**src/rtl/core/bcs_pkg.sv**
```systemverilog
// bcs_pkg: shared types, constants and codes of the blended character cell store
// used by the top, bcs_cfg and bcs_blend, no dependencies of its own

package bcs_pkg;

  // default size of the cell store
  localparam int MAX_COLS_DEF = 256;
  localparam int MAX_ROWS_DEF = 64;

  // field widths
  localparam int GLYPH_W    = 21;
  localparam int COLOR_W    = 32;
  localparam int COORD_W    = 16;
  localparam int CFG_ADDR_W = 5;
  localparam int CFG_DATA_W = 32;
  localparam int IN_DATA_W  = 120;
  localparam int OUT_DATA_W = 88;

  // special code points
  localparam logic [GLYPH_W-1:0] GLYPH_KEEP  = 21'd1;
  localparam logic [GLYPH_W-1:0] GLYPH_CONT  = 21'd8;
  localparam logic [GLYPH_W-1:0] GLYPH_SPACE = 21'd32;

  // register reset values
  localparam logic [8:0]  RST_WIDTH  = 9'd256;
  localparam logic [6:0]  RST_HEIGHT = 7'd64;
  localparam logic [15:0] RST_LEFT   = 16'd0;
  localparam logic [15:0] RST_TOP    = 16'd0;
  localparam logic [15:0] RST_RIGHT  = 16'd255;
  localparam logic [15:0] RST_BOTTOM = 16'd63;

  // operation codes carried in in_tuser
  typedef enum logic {
    OP_WRITE = 1'b0,
    OP_READ  = 1'b1
  } opcode_t;

  // result status carried in out_tuser
  typedef enum logic [1:0] {
    STATUS_WRITTEN = 2'd0,
    STATUS_CLIPPED = 2'd1,
    STATUS_READ_OK = 2'd2,
    STATUS_OOR     = 2'd3
  } status_t;

  // register indexes, byte address 4*index
  typedef enum logic [2:0] {
    REG_WIDTH  = 3'd0,
    REG_HEIGHT = 3'd1,
    REG_LEFT   = 3'd2,
    REG_TOP    = 3'd3,
    REG_RIGHT  = 3'd4,
    REG_BOTTOM = 3'd5
  } reg_idx_t;

  // configuration as seen by the datapath
  typedef struct packed {
    logic [8:0]         buffer_width;
    logic [6:0]         buffer_height;
    logic signed [15:0] clip_left;
    logic signed [15:0] clip_top;
    logic signed [15:0] clip_right;
    logic signed [15:0] clip_bottom;
  } cfg_t;

endpackage

```
**src/rtl/core/bcs_cfg.sv**
```systemverilog
// bcs_cfg: apb-style configuration registers of the cell store
// depends on bcs_pkg

module bcs_cfg (
  input  logic                           clk,
  input  logic                           rst_n,
  input  logic                           psel,
  input  logic                           penable,
  input  logic                           pwrite,
  input  logic [bcs_pkg::CFG_ADDR_W-1:0] paddr,
  input  logic [bcs_pkg::CFG_DATA_W-1:0] pwdata,
  output logic [bcs_pkg::CFG_DATA_W-1:0] prdata,
  output bcs_pkg::cfg_t                  cfg
);

  bcs_pkg::cfg_t cfg_r;
  logic [2:0]    reg_idx;
  logic          wr_en;

  assign reg_idx = paddr[4:2];
  assign wr_en   = psel && penable && pwrite;
  assign cfg     = cfg_r;

  // register writes
  always_ff @(posedge clk) begin
    if (!rst_n) begin
      cfg_r.buffer_width  <= bcs_pkg::RST_WIDTH;
      cfg_r.buffer_height <= bcs_pkg::RST_HEIGHT;
      cfg_r.clip_left     <= bcs_pkg::RST_LEFT;
      cfg_r.clip_top      <= bcs_pkg::RST_TOP;
      cfg_r.clip_right    <= bcs_pkg::RST_RIGHT;
      cfg_r.clip_bottom   <= bcs_pkg::RST_BOTTOM;
    end else if (wr_en) begin
      unique case (reg_idx)
        bcs_pkg::REG_WIDTH:  cfg_r.buffer_width  <= pwdata[8:0];
        bcs_pkg::REG_HEIGHT: cfg_r.buffer_height <= pwdata[6:0];
        bcs_pkg::REG_LEFT:   cfg_r.clip_left     <= pwdata[15:0];
        bcs_pkg::REG_TOP:    cfg_r.clip_top      <= pwdata[15:0];
        bcs_pkg::REG_RIGHT:  cfg_r.clip_right    <= pwdata[15:0];
        bcs_pkg::REG_BOTTOM: cfg_r.clip_bottom   <= pwdata[15:0];
        default: ;
      endcase
    end
  end

  // read mux
  always_comb begin
    unique case (reg_idx)
      bcs_pkg::REG_WIDTH:  prdata = {23'd0, cfg_r.buffer_width};
      bcs_pkg::REG_HEIGHT: prdata = {25'd0, cfg_r.buffer_height};
      bcs_pkg::REG_LEFT:   prdata = {16'd0, cfg_r.clip_left};
      bcs_pkg::REG_TOP:    prdata = {16'd0, cfg_r.clip_top};
      bcs_pkg::REG_RIGHT:  prdata = {16'd0, cfg_r.clip_right};
      bcs_pkg::REG_BOTTOM: prdata = {16'd0, cfg_r.clip_bottom};
      default:             prdata = '0;
    endcase
  end

endmodule

```
**config.mk**
```make
export PLATFORM = sky130hd
export DESIGN_NAME = bcs_cfg
export DESIGN_NICKNAME = d
export VERILOG_FILES = /design/src/rtl/core/bcs_pkg.sv /design/src/rtl/core/bcs_cfg.sv
export SDC_FILE = /design/constraint.sdc
export NUM_CORES = 1
export LEC_CHECK = 0
export BUFFER_PORTS_ARGS = -buffer_cell sky130_fd_sc_hd__clkbuf_2
export CORE_MARGIN = 5
export CORE_UTILIZATION = 37
export CTS_BUF_LIST = sky130_fd_sc_hd__clkbuf_2 sky130_fd_sc_hd__clkbuf_4 sky130_fd_sc_hd__clkbuf_8
export CTS_CLUSTER_SIZE = 40
export DETAILED_ROUTE_END_ITERATION = 7
export PLACE_DENSITY = 0.68
export REMOVE_ABC_BUFFERS = 1
export SYNTH_ARGS = -nofsm -noshare
export SYNTH_HDL_FRONTEND = slang
export SYNTH_SLANG_ARGS = --single-unit
```
**constraint.sdc**
```tcl
create_clock -name clk -period 3.28 [get_ports clk]
set_input_delay 0.656 -clock clk [delete_from_list [all_inputs] [get_ports clk]]
set_output_delay 0.656 -clock clk [all_outputs]
set_load 0.02 [all_outputs]
```
==> flow_metrics.py <==
metrics = {
    "placement": {
        "io_buffers": 119,
        "dp_hpwl_um": 7930,
        "place.gp.congestion": 0.799,
        "dp_worst_setup_slack_ns": 0.458,
    },
    "routing": {
        "vias": 3260,
        "drcViolationCount": 0,
        "wl_um": 11100,
        "antenna_left": 0,
        "first_iter_violations": 171,
        "wire_per_inst_um": 17.3,
        "via_per_inst": 5.09,
        "drtPass1Iterations": 5,
    },
    "finish": {
        "largest_reg_flops": 80,
        "n_fill_cell": 989,
        "syn_to_final_growth_pct": 21.3,
        "drive_gt1_share_pct": 30.9,
        "layout.nets": 545,
        "antenna_cells": 0,
    },
    "timing": {
        "fin_setup_tns_ns": 0,
        "fin_skew_ns": 0,
        "rsz0062_at_grt": "no",
        "setup_violations": 0,
        "slew_headroom_pct": 29.4,
        "tightestPinTransition_ns": 1.06,
        "worst_slack_ns": 0.522,
        "fin_crit_ns": 2.76,
        "post-route-period-util_pct": 84.1,
        "slew_violations": 0,
        "final_hold_viol_count": 0,
        "fmax_mhz": 363,
    },
    "power": {
        "total_power_w": 0.00184,
        "cellPowerDensity_mw_per_mm2": 403,
        "vdd_ir_drop_max_mv": 0.209,
        "power.leakage_nw": 2.09,
    },
    "min_path": {
        "hold_class": "reg2reg",
    },
    "worst_setup_path": {
        "path_buf_inv": 2,
        "path_max_fanout": 20,
        "worst_setup_path_start_kind": "input pin",
        "slowest_stage": "nor3b_1",
        "crit_arrival_ns": 2.10,
        "criticalPathCategory": "in2out",
        "cp-end-kind": "primary output",
        "critPathMaxStageDelay_ns": 0.57,
        "crit_top_cell": "clkbuf_2",
        "cp_top_family": "simple AND/OR/NAND/NOR gates",
        "crit_chain": "clkbuf_2, nor3b_1, a32o_1, a221o_1, clkbuf_2",
        "required_ns": 2.62,
    },
    "floorplanning": {
        "die_area_mm2": 0.0123,
        "rows": 36,
        "fp.dieW_um": 111,
        "start_util_pct": 38.2,
        "pin_count": 154,
        "coreArea_mm2": 0.00982,
        "die_h_um": 111,
    },
    "run": {
        "drv_cap": 0,
    },
    "logic_synthesis": {
        "ys.flop_type": "dfxtp_1",
        "ys_async_sr_fraction_pct": 0,
        "netlist_area_mm2": 0.00375,
        "synth_top_area_cell": "dfxtp_1",
        "synthCells": 394,
        "synth_area_leaders": "dfxtp_1 (43%), mux2i_1 (22%), nand2_1 (8.3%)",
        "yosysSeqAreaShare_pct": 42.7,
        "synth_cell_type_count": 37,
        "ys_ff_latch": 80,
        "synth_top_area_share_pct": 42.7,
        "yosysWarnings": 0,
        "synth_edf_count": 0,
        "avgSynthCellArea_um2": 9.53,
    },
    "clock_tree": {
        "clock_path_buffers": 2,
        "cts_root_buffer": "clkbuf_8",
        "htreeDepth": 3,
        "cts_buffers": 9,
        "tritoncts": "yes",
        "insertion_delay_ns": 0.33,
        "path_clk_slew_ns": 0.08,
        "clock_sinks": 80,
        "postCtsSetupBuffers": 0,
        "cts_hold_buf": 0,
        "cts_resized": 0,
    },
    "grt": {
        "grt_pass1_vias": 3341,
        "grt_max_degree": 51,
        "overflow": 0,
        "grt_pass1_wl_um": 17400,
        "antenna_found_initial": 0,
        "grt.total_usage_pct": 17.8,
    },
    "run_status": {
        "status": "finished, final reports clean",
    },
}
## cell usage after synthesis, types with 3 or more instances
cell	instances
a22oi_1	7
inv_1	9
mux2_2	6
o21ai_0	15
mux2i_1	83
nand2_1	83
a221o_1	3
nor2b_1	6
clkbuf_1	16
dfxtp_1	80
or3_1	5
o211ai_1	7
buf_2	9
a221oi_1	3
buf_4	20
a21oi_1	3
o311ai_0	7
o221ai_1	5
## worst reg2reg max path, cell delays in order, from the launching register on
cell      delay, ns
dfxtp_1        0.32
o21ai_0        0.08
o311ai_0       0.17
## worst paths after layout
check / slack (ns) / from / depth (start not counted) / to
worst max-delay path: 0.52 / paddr[3] / 5 / prdata[12]
worst min-delay path: 0.48 / cfg[62] / 2 / cfg[62]
worst max register to register: 2.55 / cfg[18] / 2 / cfg[18]
worst min register to register: 0.48 / cfg[62] / 2 / cfg[62]
## report_power, final
part	switching (W)	internal [W]	leakage, nW
Sequential	0.00000641	0.000978	0.646
Combinational	0.000136	0.0000577	1.36
Clock	0.000355	0.000302	0.0848
Total	0.000498	0.00134	2.09
## layout make-up
cell class | instances | area [um^2] | share of cell area, %
multi-input cells | 273 | 1900 | 41.7
flip-flops and latches | 80 | 1600 | 35.2
inverters | 9 | 33.8 | 0.742
clock inverters | 5 | 32.5 | 0.714
repair buffers | 130 | 678 | 14.9
well taps | 133 | 166 | 3.65
clock buffers | 11 | 145 | 3.19
## cell families after synthesis
logic type,count (synthesis),synth area share [%]
buffers and inverters,56,8.30
other,1,0.0999
and+or+nand+nor,108,13.3
muxes,89,23.9
DFF,80,42.7
AOI/OAI and AO/OA,60,11.7
## layer usage
layer | track usage (%) | part of all wire [%] | vias up
met5 | 0 | 0 | -
met3 | 6.60 | 8.0 | 2
li1 | - | - | 1567
met4 | 4.27 | 0.21 | 0
met1 | 21.6 | 43 | 1570
met2 | 30.0 | 49 | 121
## stage by stage
stage / instances / util [%] / cell area (um^2) / hold WS (ns)
floorplan: 362 / - / 3530 / 0.539
global placement: 625 / 44.6 / 4380 / 0.458
detailed placement: 625 / 44.6 / 4380 / 0.465
CTS: 641 / 46.4 / 4560 / 0.477
global route: 641 / 46.4 / 4560 / 0.494
finish: 641 / 46.4 / 4560 / 0.476
## layout by cell type, fill, tap and decap left out, drive strengths merged
cell type,Yosys,final
nand4,1,1
nor2,5,5
conb,1,16
and2,1,1
nor2b,6,6
a221o,3,3
clkinvlp,0,3
a32oi,2,2
a22oi,7,7
nand2b,2,2
nor3b,1,1
a21oi,3,3
o211ai,7,7
dfxtp,80,80
or3,5,5
a32o,2,2
a221oi,3,3
a22o,1,1
o31ai,1,1
nand4b,1,1
mux2i,83,83
and3b,1,1
o21ai,15,15
inv,9,9
a2bb2oi,2,2
clkinv,0,2
nor3,1,1
nand2,83,83
or2,1,1
o221ai,5,5
clkbuf,16,129
o22ai,2,2
o311ai,7,7
buf,31,12
mux2,6,6
(Power assumes the default switching activity.)
