==> config.mk <==
export PLATFORM = sky130hd
export DESIGN_NAME = bcs_blend
export DESIGN_NICKNAME = d
export VERILOG_FILES = /design/src/rtl/core/bcs_pkg.sv /design/src/rtl/core/bcs_blend.sv
export SDC_FILE = /design/constraint.sdc
export NUM_CORES = 1
export LEC_CHECK = 0
export ABC_AREA = 1
export ABC_CLOCK_PERIOD_IN_PS = 5100
export BUFFER_PORTS_ARGS = -buffer_cell sky130_fd_sc_hd__buf_2
export CELL_PAD_IN_SITES_DETAIL_PLACEMENT = 1
export CELL_PAD_IN_SITES_GLOBAL_PLACEMENT = 1
export CORE_AREA = 5 5 220 222
export DETAILED_ROUTE_END_ITERATION = 16
export DIE_AREA = 0 0 225 227
export GPL_ROUTABILITY_DRIVEN = 0
export PLACE_DENSITY = 0.86
export SYNTH_ARGS = -nofsm -noshare
export SYNTH_HDL_FRONTEND = slang
export SYNTH_SLANG_ARGS = --single-unit
==> constraint.sdc <==
create_clock -name clk -period 5.1 [get_ports clk]
set_input_delay 0.255 -clock clk [delete_from_list [all_inputs] [get_ports clk]]
set_output_delay 0.255 -clock clk [all_outputs]
set_load 0.005 [all_outputs]
==> src/rtl/core/bcs_pkg.sv <==
// bcs_pkg: shared types, constants and codes of the blended character cell store
// used by the top, bcs_cfg and bcs_blend, no dependencies of its own

package bcs_pkg;

  // default size of the cell store
  localparam int MAX_COLS_DEF = 256;
  localparam int MAX_ROWS_DEF = 64;

  // field widths
  localparam int GLYPH_W    = 21;
  localparam int COLOR_W    = 32;
  localparam int COORD_W    = 16;
  localparam int CFG_ADDR_W = 5;
  localparam int CFG_DATA_W = 32;
  localparam int IN_DATA_W  = 120;
  localparam int OUT_DATA_W = 88;

  // special code points
  localparam logic [GLYPH_W-1:0] GLYPH_KEEP  = 21'd1;
  localparam logic [GLYPH_W-1:0] GLYPH_CONT  = 21'd8;
  localparam logic [GLYPH_W-1:0] GLYPH_SPACE = 21'd32;

  // register reset values
  localparam logic [8:0]  RST_WIDTH  = 9'd256;
  localparam logic [6:0]  RST_HEIGHT = 7'd64;
  localparam logic [15:0] RST_LEFT   = 16'd0;
  localparam logic [15:0] RST_TOP    = 16'd0;
  localparam logic [15:0] RST_RIGHT  = 16'd255;
  localparam logic [15:0] RST_BOTTOM = 16'd63;

  // operation codes carried in in_tuser
  typedef enum logic {
    OP_WRITE = 1'b0,
    OP_READ  = 1'b1
  } opcode_t;

  // result status carried in out_tuser
  typedef enum logic [1:0] {
    STATUS_WRITTEN = 2'd0,
    STATUS_CLIPPED = 2'd1,
    STATUS_READ_OK = 2'd2,
    STATUS_OOR     = 2'd3
  } status_t;

  // register indexes, byte address 4*index
  typedef enum logic [2:0] {
    REG_WIDTH  = 3'd0,
    REG_HEIGHT = 3'd1,
    REG_LEFT   = 3'd2,
    REG_TOP    = 3'd3,
    REG_RIGHT  = 3'd4,
    REG_BOTTOM = 3'd5
  } reg_idx_t;

  // configuration as seen by the datapath
  typedef struct packed {
    logic [8:0]         buffer_width;
    logic [6:0]         buffer_height;
    logic signed [15:0] clip_left;
    logic signed [15:0] clip_top;
    logic signed [15:0] clip_right;
    logic signed [15:0] clip_bottom;
  } cfg_t;

endpackage

==> src/rtl/core/bcs_blend.sv <==
// bcs_blend: two-step alpha blend of a new argb color over an old one
// products registered on load, divide by 255 and selection after; uses bcs_pkg

module bcs_blend (
  input  logic                        clk,
  input  logic                        load,
  input  logic [bcs_pkg::COLOR_W-1:0] old_c,
  input  logic [bcs_pkg::COLOR_W-1:0] new_c,
  output logic [bcs_pkg::COLOR_W-1:0] mix_c
);

  logic [7:0]                  alpha_new;
  logic [7:0]                  inv;
  logic [8:0]                  alpha_sum;
  logic [15:0]                 acc_nxt [3];
  logic [15:0]                 acc_r   [3];
  logic [15:0]                 rnd     [3];
  logic [7:0]                  alpha_r;
  logic                        old_zero_r;
  logic                        new_zero_r;
  logic [bcs_pkg::COLOR_W-1:0] old_r;
  logic [bcs_pkg::COLOR_W-1:0] new_r;
  logic [bcs_pkg::COLOR_W-1:0] mixed;

  assign alpha_new = new_c[31:24];
  assign inv       = 8'd255 - alpha_new;
  assign alpha_sum = {1'b0, old_c[31:24]} + {1'b0, alpha_new};

  // weighted sums per color channel, at most 255*255
  always_comb begin
    for (int i = 0; i < 3; i++) begin
      acc_nxt[i] = ({8'd0, old_c[8*i +: 8]} * {8'd0, inv}) +
                   ({8'd0, new_c[8*i +: 8]} * {8'd0, alpha_new});
    end
  end

  // product stage
  always_ff @(posedge clk) begin
    if (load) begin
      for (int i = 0; i < 3; i++) begin
        acc_r[i] <= acc_nxt[i];
      end
      alpha_r    <= alpha_sum[8] ? 8'd255 : alpha_sum[7:0];
      old_zero_r <= (old_c == '0);
      new_zero_r <= (new_c == '0);
      old_r      <= old_c;
      new_r      <= new_c;
    end
  end

  // floor divide by 255: (v + 1 + (v >> 8)) >> 8, exact below 65280
  always_comb begin
    mixed[31:24] = alpha_r;
    for (int i = 0; i < 3; i++) begin
      rnd[i]            = acc_r[i] + 16'd1 + (acc_r[i] >> 8);
      mixed[8*i +: 8]   = rnd[i][15:8];
    end
  end

  // an all-zero color counts as absent
  assign mix_c = old_zero_r ? new_r : (new_zero_r ? old_r : mixed);

endmodule
==> metrics, run 1 <==
status finished clean; P&R area growth vs syn 14.1%; part of the power in registers between 10% and 20%; slew at the pin with the worst max-slew slack ~0.84 ns; H-tree lvl count 4; Vias ~18000; root buffer cell clkbuf_16; critical path peak fanout 16; cells along the critical path buf_2 -> buf_12 -> nand2_1 -> inv_1 -> fa_1 -> inv_1 -> fa_1 -> inv_1 -> fa_1 -> fa_1 -> fa_1 -> inv_1 -> fa_1 -> inv_1 -> ha_1 -> a21oi_1 -> o21ai_0 -> nand2_1 -> nand3_1 -> xor2_1; sequential element share of the synthesized area 18.2%; CORE AREA about 0.046 sq mm; Gate power share 80.7%; Post-DP Area between 0.02 and 0.025 sq mm; RSZ-0062 raised after global routing false; Synth area leaders fa_1 (29%), edfxtp_1 (18%), ha_1 (13%); total grt overflow 0; worst endpoint data arrival time between 5 and 6 ns; FILL cells approximately 5700; Switch Pwr between 8 and 9 mW; Worst Setup Start Kind input pin; syn_area_per_cell between 7 and 8 sq um; Num Clock Sinks 122; endpoints failing setup 0; min-delay worst type in -> reg; M2 GR Usage 50.0%; peak supply drop 0.584 mV; M1 GR Usage approximately a third; DR pass1 iterations 5; Slew headroom 43.9%; Netlist cell types 38; Non-Filler Instances ~3400; Final #Nets approximately 3300; die area roughly 0.051 sq mm; minimum clock period slightly below 5 ns; Clock Power Share about 6.7%; share of post-route cells with drive strength above 1 roughly 11%; Final Cell Area between 0.02 and 0.025 sq mm; CP startpoint new_c[26]; total wire length 70100 um; Remaining DRCs 0; DP Wirelength between 50000 and 60000 um; Synth Register Bits approximately 120; Worst Setup End Kind flop; commonest non-fill, non-tap cells in the layout inv_1 (682), nand2_1 (619), fa_1 (289); Sw Ratio 52.1%; # placed instances 3332; Vias per Instance 5.31; top cell type's share of synthesized area between 20% and 30%; initial DRC count roughly 1200; vias in the first global route between 20000 and 25000; first-pass GRT wire length around 110000 um; cell taking the most area after synthesis fa_1; Starting Density ~44%; initial antenna violation count 2; Num CTS Buffers 17; Max clock buf depth 2; Final ANT Viol Nets 0; P per Cell Area ~740 mW/mm^2; Period Utilization, post-route a little over nine tenths; largest net degree at the start of global routing approximately 50; worst stage delay on the critical path 0.57 ns; Die Wd 225 um; Die H ~230 um; Internal slightly above 8 mW; total track usage about 28%; IO Port Bufs 97; CP Data Required Time about 5.3 ns; Leak Pwr 13.1 nW; fmax a little over 200 MHz; Layout Utilization between 40 and 50%; Synth Cell Area approximately 0.02 sq mm; CP max stage cell fa_1; Synth Instances between 2000 and 3000; max cap viols 0; Reg clk slew, reported paths roughly 0.060 ns; drt wl/cell around 21 um; fin. max-slew vios 0; final hold vios 0; met3 GRT Util approximately 5.9%; Rows 79; Ys Warns 0; Crit Path Category in -> reg; IO Pins 98; CTS tree yes; Critical Path End acc_r[0][12]; GR peak layer met2; most common cell after layout, fill and taps aside inv_1; Tot Pwr 17.0 mW; CP most frequent cell fa_1
==> routing by layer <==
| metal | up-vias | share of wire (%) |
|---|---|---|
| met5 | - | 0.037 |
| met2 | 681 | 51 |
| met1 | 8973 | 37 |
| li1 | 7944 | - |
| met3 | 297 | 6.3 |
| met4 | 4 | 6.1 |
==> power groups by stage <==
| stage | Combinational (mW) | Sequential (mW) | Clock [mW] |
|---|---|---|---|
| finish | 13.7 | 2.14 | 1.14 |
| global route | 15.3 | 2.15 | 1.19 |
| CTS | 13.6 | 2.12 | 1.15 |
| detailed placement | 13.2 | 2.14 | 0 |
| global placement | 12.2 | 2.12 | 0 |
| floorplan | 8.41 | 2.02 | 0 |
==> synth_stat cells <==
cell / number
a211oi_1: 2
a21o_1: 8
a21oi_1: 60
a31oi_1: 4
and2_1: 9
buf_1: 13
buf_2: 9
buf_6: 1
clkbuf_1: 50
clkbuf_8: 1
clkinv_1: 1
conb_1: 1
dlygate4sd1_1: 2
edfxtp_1: 122
fa_1: 289
ha_1: 215
inv_1: 683
inv_2: 2
nand2_1: 619
nand2_2: 10
nand3_1: 92
nand3_2: 4
nand3b_1: 2
nand4_1: 21
nor2_1: 222
nor2_2: 2
nor2_4: 2
nor3_1: 11
nor4_1: 13
o211ai_2: 1
o21a_1: 2
o21ai_0: 20
o21ai_1: 1
o21bai_1: 3
or2_0: 1
or2_2: 2
xnor2_1: 19
xor2_1: 28
==> area by class of cell <==
class / instances / area (sq um) / area share [%]
diodes: 1 / 2.50 / 0.0109
clock buffers: 20 / 437 / 1.90
clock inverters: 12 / 82.6 / 0.360
inverters: 686 / 2570 / 11.2
multi-input cells: 1665 / 13600 / 59.2
flip-flops and latches: 122 / 3660 / 16.0
well taps: 607 / 759 / 3.31
repair buffers: 257 / 1860 / 8.09
==> state kept, by name, indices dropped and copies added (netlist names) <==
signal / flops
new_zero_r: 1
alpha_r: 8
new_r: 32
old_zero_r: 1
acc_r: 48
old_r: 32
==> critical path, delay by kind of cell <==
family,cells,cell delay [ns]
buffers and inverters,7,0.62
AND/OR/NAND/NOR,3,0.30
XOR/XNOR,1,0.17
AO/OA/AOI/OAI,2,0.40
adder cells (fa/ha/maj),7,3.40
==> logic make-up after synthesis <==
group / after synthesis / synth area share (%)
simple gates: 1010 / 20.4
buf+inv: 762 / 14.4
fa+ha+maj: 504 / 42.1
flops: 122 / 18.2
compound gates: 101 / 2.76
xor+xnor: 47 / 2.05
other cells: 1 / 0.0186
==> what timing repair did <==
item                                    CTS  global route
endpoints found under the setup margin    2             7
hold buffers                              5             0
buffers inserted                          0             0
hold endpoints to repair                  5             0
pin swaps                                 0             0
resized for setup                         1             7
==> how the worst min path moves through the flow <==
stage                          from   endpoint  cells after the start
after floorplan            new_c[0]   new_r[0]                      0
after global placement    old_c[27]  old_r[27]                      1
after detailed placement  old_c[27]  old_r[27]                      1
after CTS                 old_c[26]  old_r[26]                      1
after global routing      old_c[26]  old_r[26]                      1
final                     old_c[26]  old_r[26]                      1
==> metrics by stage <==
stage               hold WS, ns  setup TNS, ns  setup slack [ns]
finish                   0.0354              0             0.142
global route             0.0235              0            0.0124
CTS                     0.00284              0             0.117
detailed placement        0.482          -9.12            -0.520
global placement          0.480          -3.22            -0.224
floorplan                 0.354       -0.00440          -0.00440
Note: power is estimated with default switching activity, not from simulation.
==> inputs of run 2 (changes only) <==
Settings changed: ABC_AREA 1 to 0, CORE_AREA 5 5 220 222 to 5 5 210 212, DIE_AREA 0 0 225 227 to 0 0 215 217, PLACE_DENSITY 0.86 to 0.84.
==> metrics, run 2 <==
status finished clean; DP Wirelength 45700 um (-20%); initial antenna violation count 4 (+2); Synth Instances 1860 (-27%); Synth area leaders fa_1 (31%), edfxtp_1 (20%), ha_1 (14%); Vias 14400 (-20%); Worst Setup End Kind flop; minimum clock period 5.01 ns (+0.0514 ns); top flop regs acc_r (48), new_r (32), old_r (32); Max clock buf depth 2 (unchanged); total grt overflow 0 (unchanged); peak supply drop 0.627 mV (+7.3%); slew at the pin with the worst max-slew slack 1.31 ns (+0.466 ns); commonest non-fill, non-tap cells in the layout inv_1 (408), fa_1 (283), ha_1 (206); final worst setup slack 0.0907 ns (-0.0514 ns); sequential element share of the synthesized area 19.6% (+1.4 points); P&R area growth vs syn 17.8%; max cap viols 0 (unchanged); Die H 217 um (-4.4%); P per Cell Area 761 mW/mm^2 (+2.8%); min-delay worst type in -> reg; Num CTS Buffers 17 (unchanged); Largest register FFs 48 (unchanged); Remaining DRCs 0 (unchanged); CORE AREA 0.0418 sq mm (-9.5%); Starting Density 44.8% (+1.2 points); Final ANT Viol Nets 0 (unchanged); Synth Register Bits 122 (unchanged); most flop-heavy register acc_r; number of synthesized flops with an enable pin 122 (unchanged); Leak Pwr 10.7 nW (-18%); largest net degree at the start of global routing 54 (+5.9%); Synth Cell Area 0.0187 sq mm (-7.0%); Synth top cells by count inv_1 (410), fa_1 (289), ha_1 (215), and2_1 (139), edfxtp_1 (122); IO Port Bufs 97 (unchanged); initial DRC count 712 (-40%); pre-CTS setup slack -0.532 ns (-0.0117 ns); CP max stage cell fa_2; Top FF cell, synth edfxtp_1; Layout Utilization 52.8% (+3.0 points); die area 0.0467 sq mm (-8.7%); Netlist cell types 55 (+45%); critical path peak fanout 18 (+2); Num Clock Sinks 122 (unchanged); Slew headroom 12.5% (-31 points); CP Data Required Time 5.30 ns (about the same); fmax 200 MHz (-1.0%); Crit Path Category in -> reg; Final #Nets 2669 (-20%); worst endpoint data arrival time 5.21 ns (+0.05 ns); CP top delay family adder cells; fin. max-slew vios 0 (unchanged); IO Pins 98 (unchanged); RSZ-0062 raised after global routing true; Ys Warns 0 (unchanged); worst stage delay on the critical path 0.57 ns (about the same); drt wl/cell 22.1 um (+6.3%); Period Utilization, post-route 98.2% (+1.0 points); most common cell after layout, fill and taps aside inv_1; Worst Setup Start Kind input pin; hold path depth 1 (unchanged); vias in the first global route 17200 (-18%); most numerous cell in the Yosys netlist inv_1; DR pass1 iterations 5 (unchanged); syn_area_per_cell 10.1 sq um (+27%); Rows 75 (-5.1%); Die Wd 215 um (-4.4%); root buffer cell clkbuf_16; total wire length 58700 um (-16%); CP most frequent cell fa_1; Buf/Inv on CP 4 (-3); first-pass GRT wire length 93000 um (-16%); hold wc startpoint old_c[31]; final hold vios 0 (unchanged); Worst Hold Endpoint old_r[31]; cell taking the most area after synthesis fa_1; H-tree lvl count 4 (unchanged); fraction of registers with async set/reset 0% (unchanged); total track usage 25.5% (-2.6 points); CTS tree yes; top cell type's share of synthesized area 30.9% (+2.2 points); endpoints failing setup 0 (unchanged); cells along the critical path buf_2 -> buf_12 -> buf_12 -> nand2b_1 -> fa_1 -> fa_1 -> fa_1 -> inv_1 -> fa_2 -> fa_1 -> fa_1 -> ha_2 -> nand3_1 -> a2bb2oi_4 -> nand3_2 -> a31o_2 -> a21oi_2 -> xnor2_1; share of post-route cells with drive strength above 1 17.6% (+6.5 points); worst hold margin 0.0267 ns (-0.00873 ns); Vias per Instance 5.42 (+2.0%); Reg clk slew, reported paths 0.07 ns (about the same)
-- run 2: changes by cell type after synthesis, sizes merged, moves of 22 or more --
cell,previous run,this run
nand2,629,96
o21ai,21,44
nor2,226,21
and2,9,139
inv,685,410
nor2b,0,115
nand3,96,22
nand2b,0,75
xnor2,19,41
-- run 2: per-stage QoR --
step | TNS, ns | total power [mW] | cells | instance area (sq um)
global route | -0.156 | 18.3 | 2652 | 22000
detailed placement | -8.02 | 14.5 | 2616 | 21200
global placement | -3.72 | 13.4 | 2616 | 21200
finish | 0 | 16.8 | 2652 | 22000
CTS | -0.0101 | 15.9 | 2649 | 21800
floorplan | -0.0312 | 9.77 | 1862 | 18800
-- run 2: worst max path at each step --
stage,from,end,slack (ns),depth (start not counted)
final,new_c[29],acc_r[0][13],0.09,18
after global routing,new_c[27],acc_r[0][12],-0.06,19
after CTS,new_c[26],acc_r[0][46],-0.01,22
after detailed placement,new_c[28],acc_r[0][43],-0.53,19
after global placement,new_c[26],acc_r[0][13],-0.30,22
after floorplan,new_c[28],acc_r[0][46],-0.03,18
-- run 2: layout make-up --
cell class / instances / area [sq um]
Inverter: 410 / 1540
Clock inverter: 13 / 120
Sequential cell: 122 / 3660
Fill cell: 4694 / 19700
Clock buffer: 18 / 429
Antenna cell: 2 / 5.00
Multi-Input combinational cell: 1276 / 13600
Timing Repair Buffer: 272 / 2000
Tap cell: 539 / 674
-- run 2: routing by layer --
metal | track usage (%) | vias up | wire length (um)
met5 | 0 | - | 11
met3 | 3.67 | 170 | 2590
li1 | - | 6303 | -
met4 | 11.0 | 2 | 2590
met1 | 28.7 | 7476 | 21500
met2 | 48.3 | 413 | 31900
-- run 2: kinds of logic (layout without fill, tap and decap cells) --
group	after synthesis	count (layout)	share of synthesized area, %
adders and majority gates	504	504	45.3
and+or+nand+nor	517	517	15.7
xor gates and xnor gates	71	71	3.32
muxes	14	14	0.769
buffers and inverters	464	713	9.33
other	1	5	0.0200
AOI/OAI and AO/OA	167	167	6.01
DFF	122	122	19.6
-- run 2: repair_timing --
item	CTS	global route
hold buffers	1	0
setup endpoints to repair	5	16
buffers inserted	0	1
gates resized for setup	7	45
pin swaps	0	13
hold endpoints to repair	1	0
cloned	1	0
-- run 2: power by group --
group / leakage (nW) / internal, mW / total [mW] / switching, mW
logic: 9.25 / 6.55 / 13.5 / 6.98
registers: 1.19 / 1.86 / 2.06 / 0.200
clock network: 0.255 / 0.669 / 1.18 / 0.509
total: 10.7 / 9.08 / 16.8 / 7.69
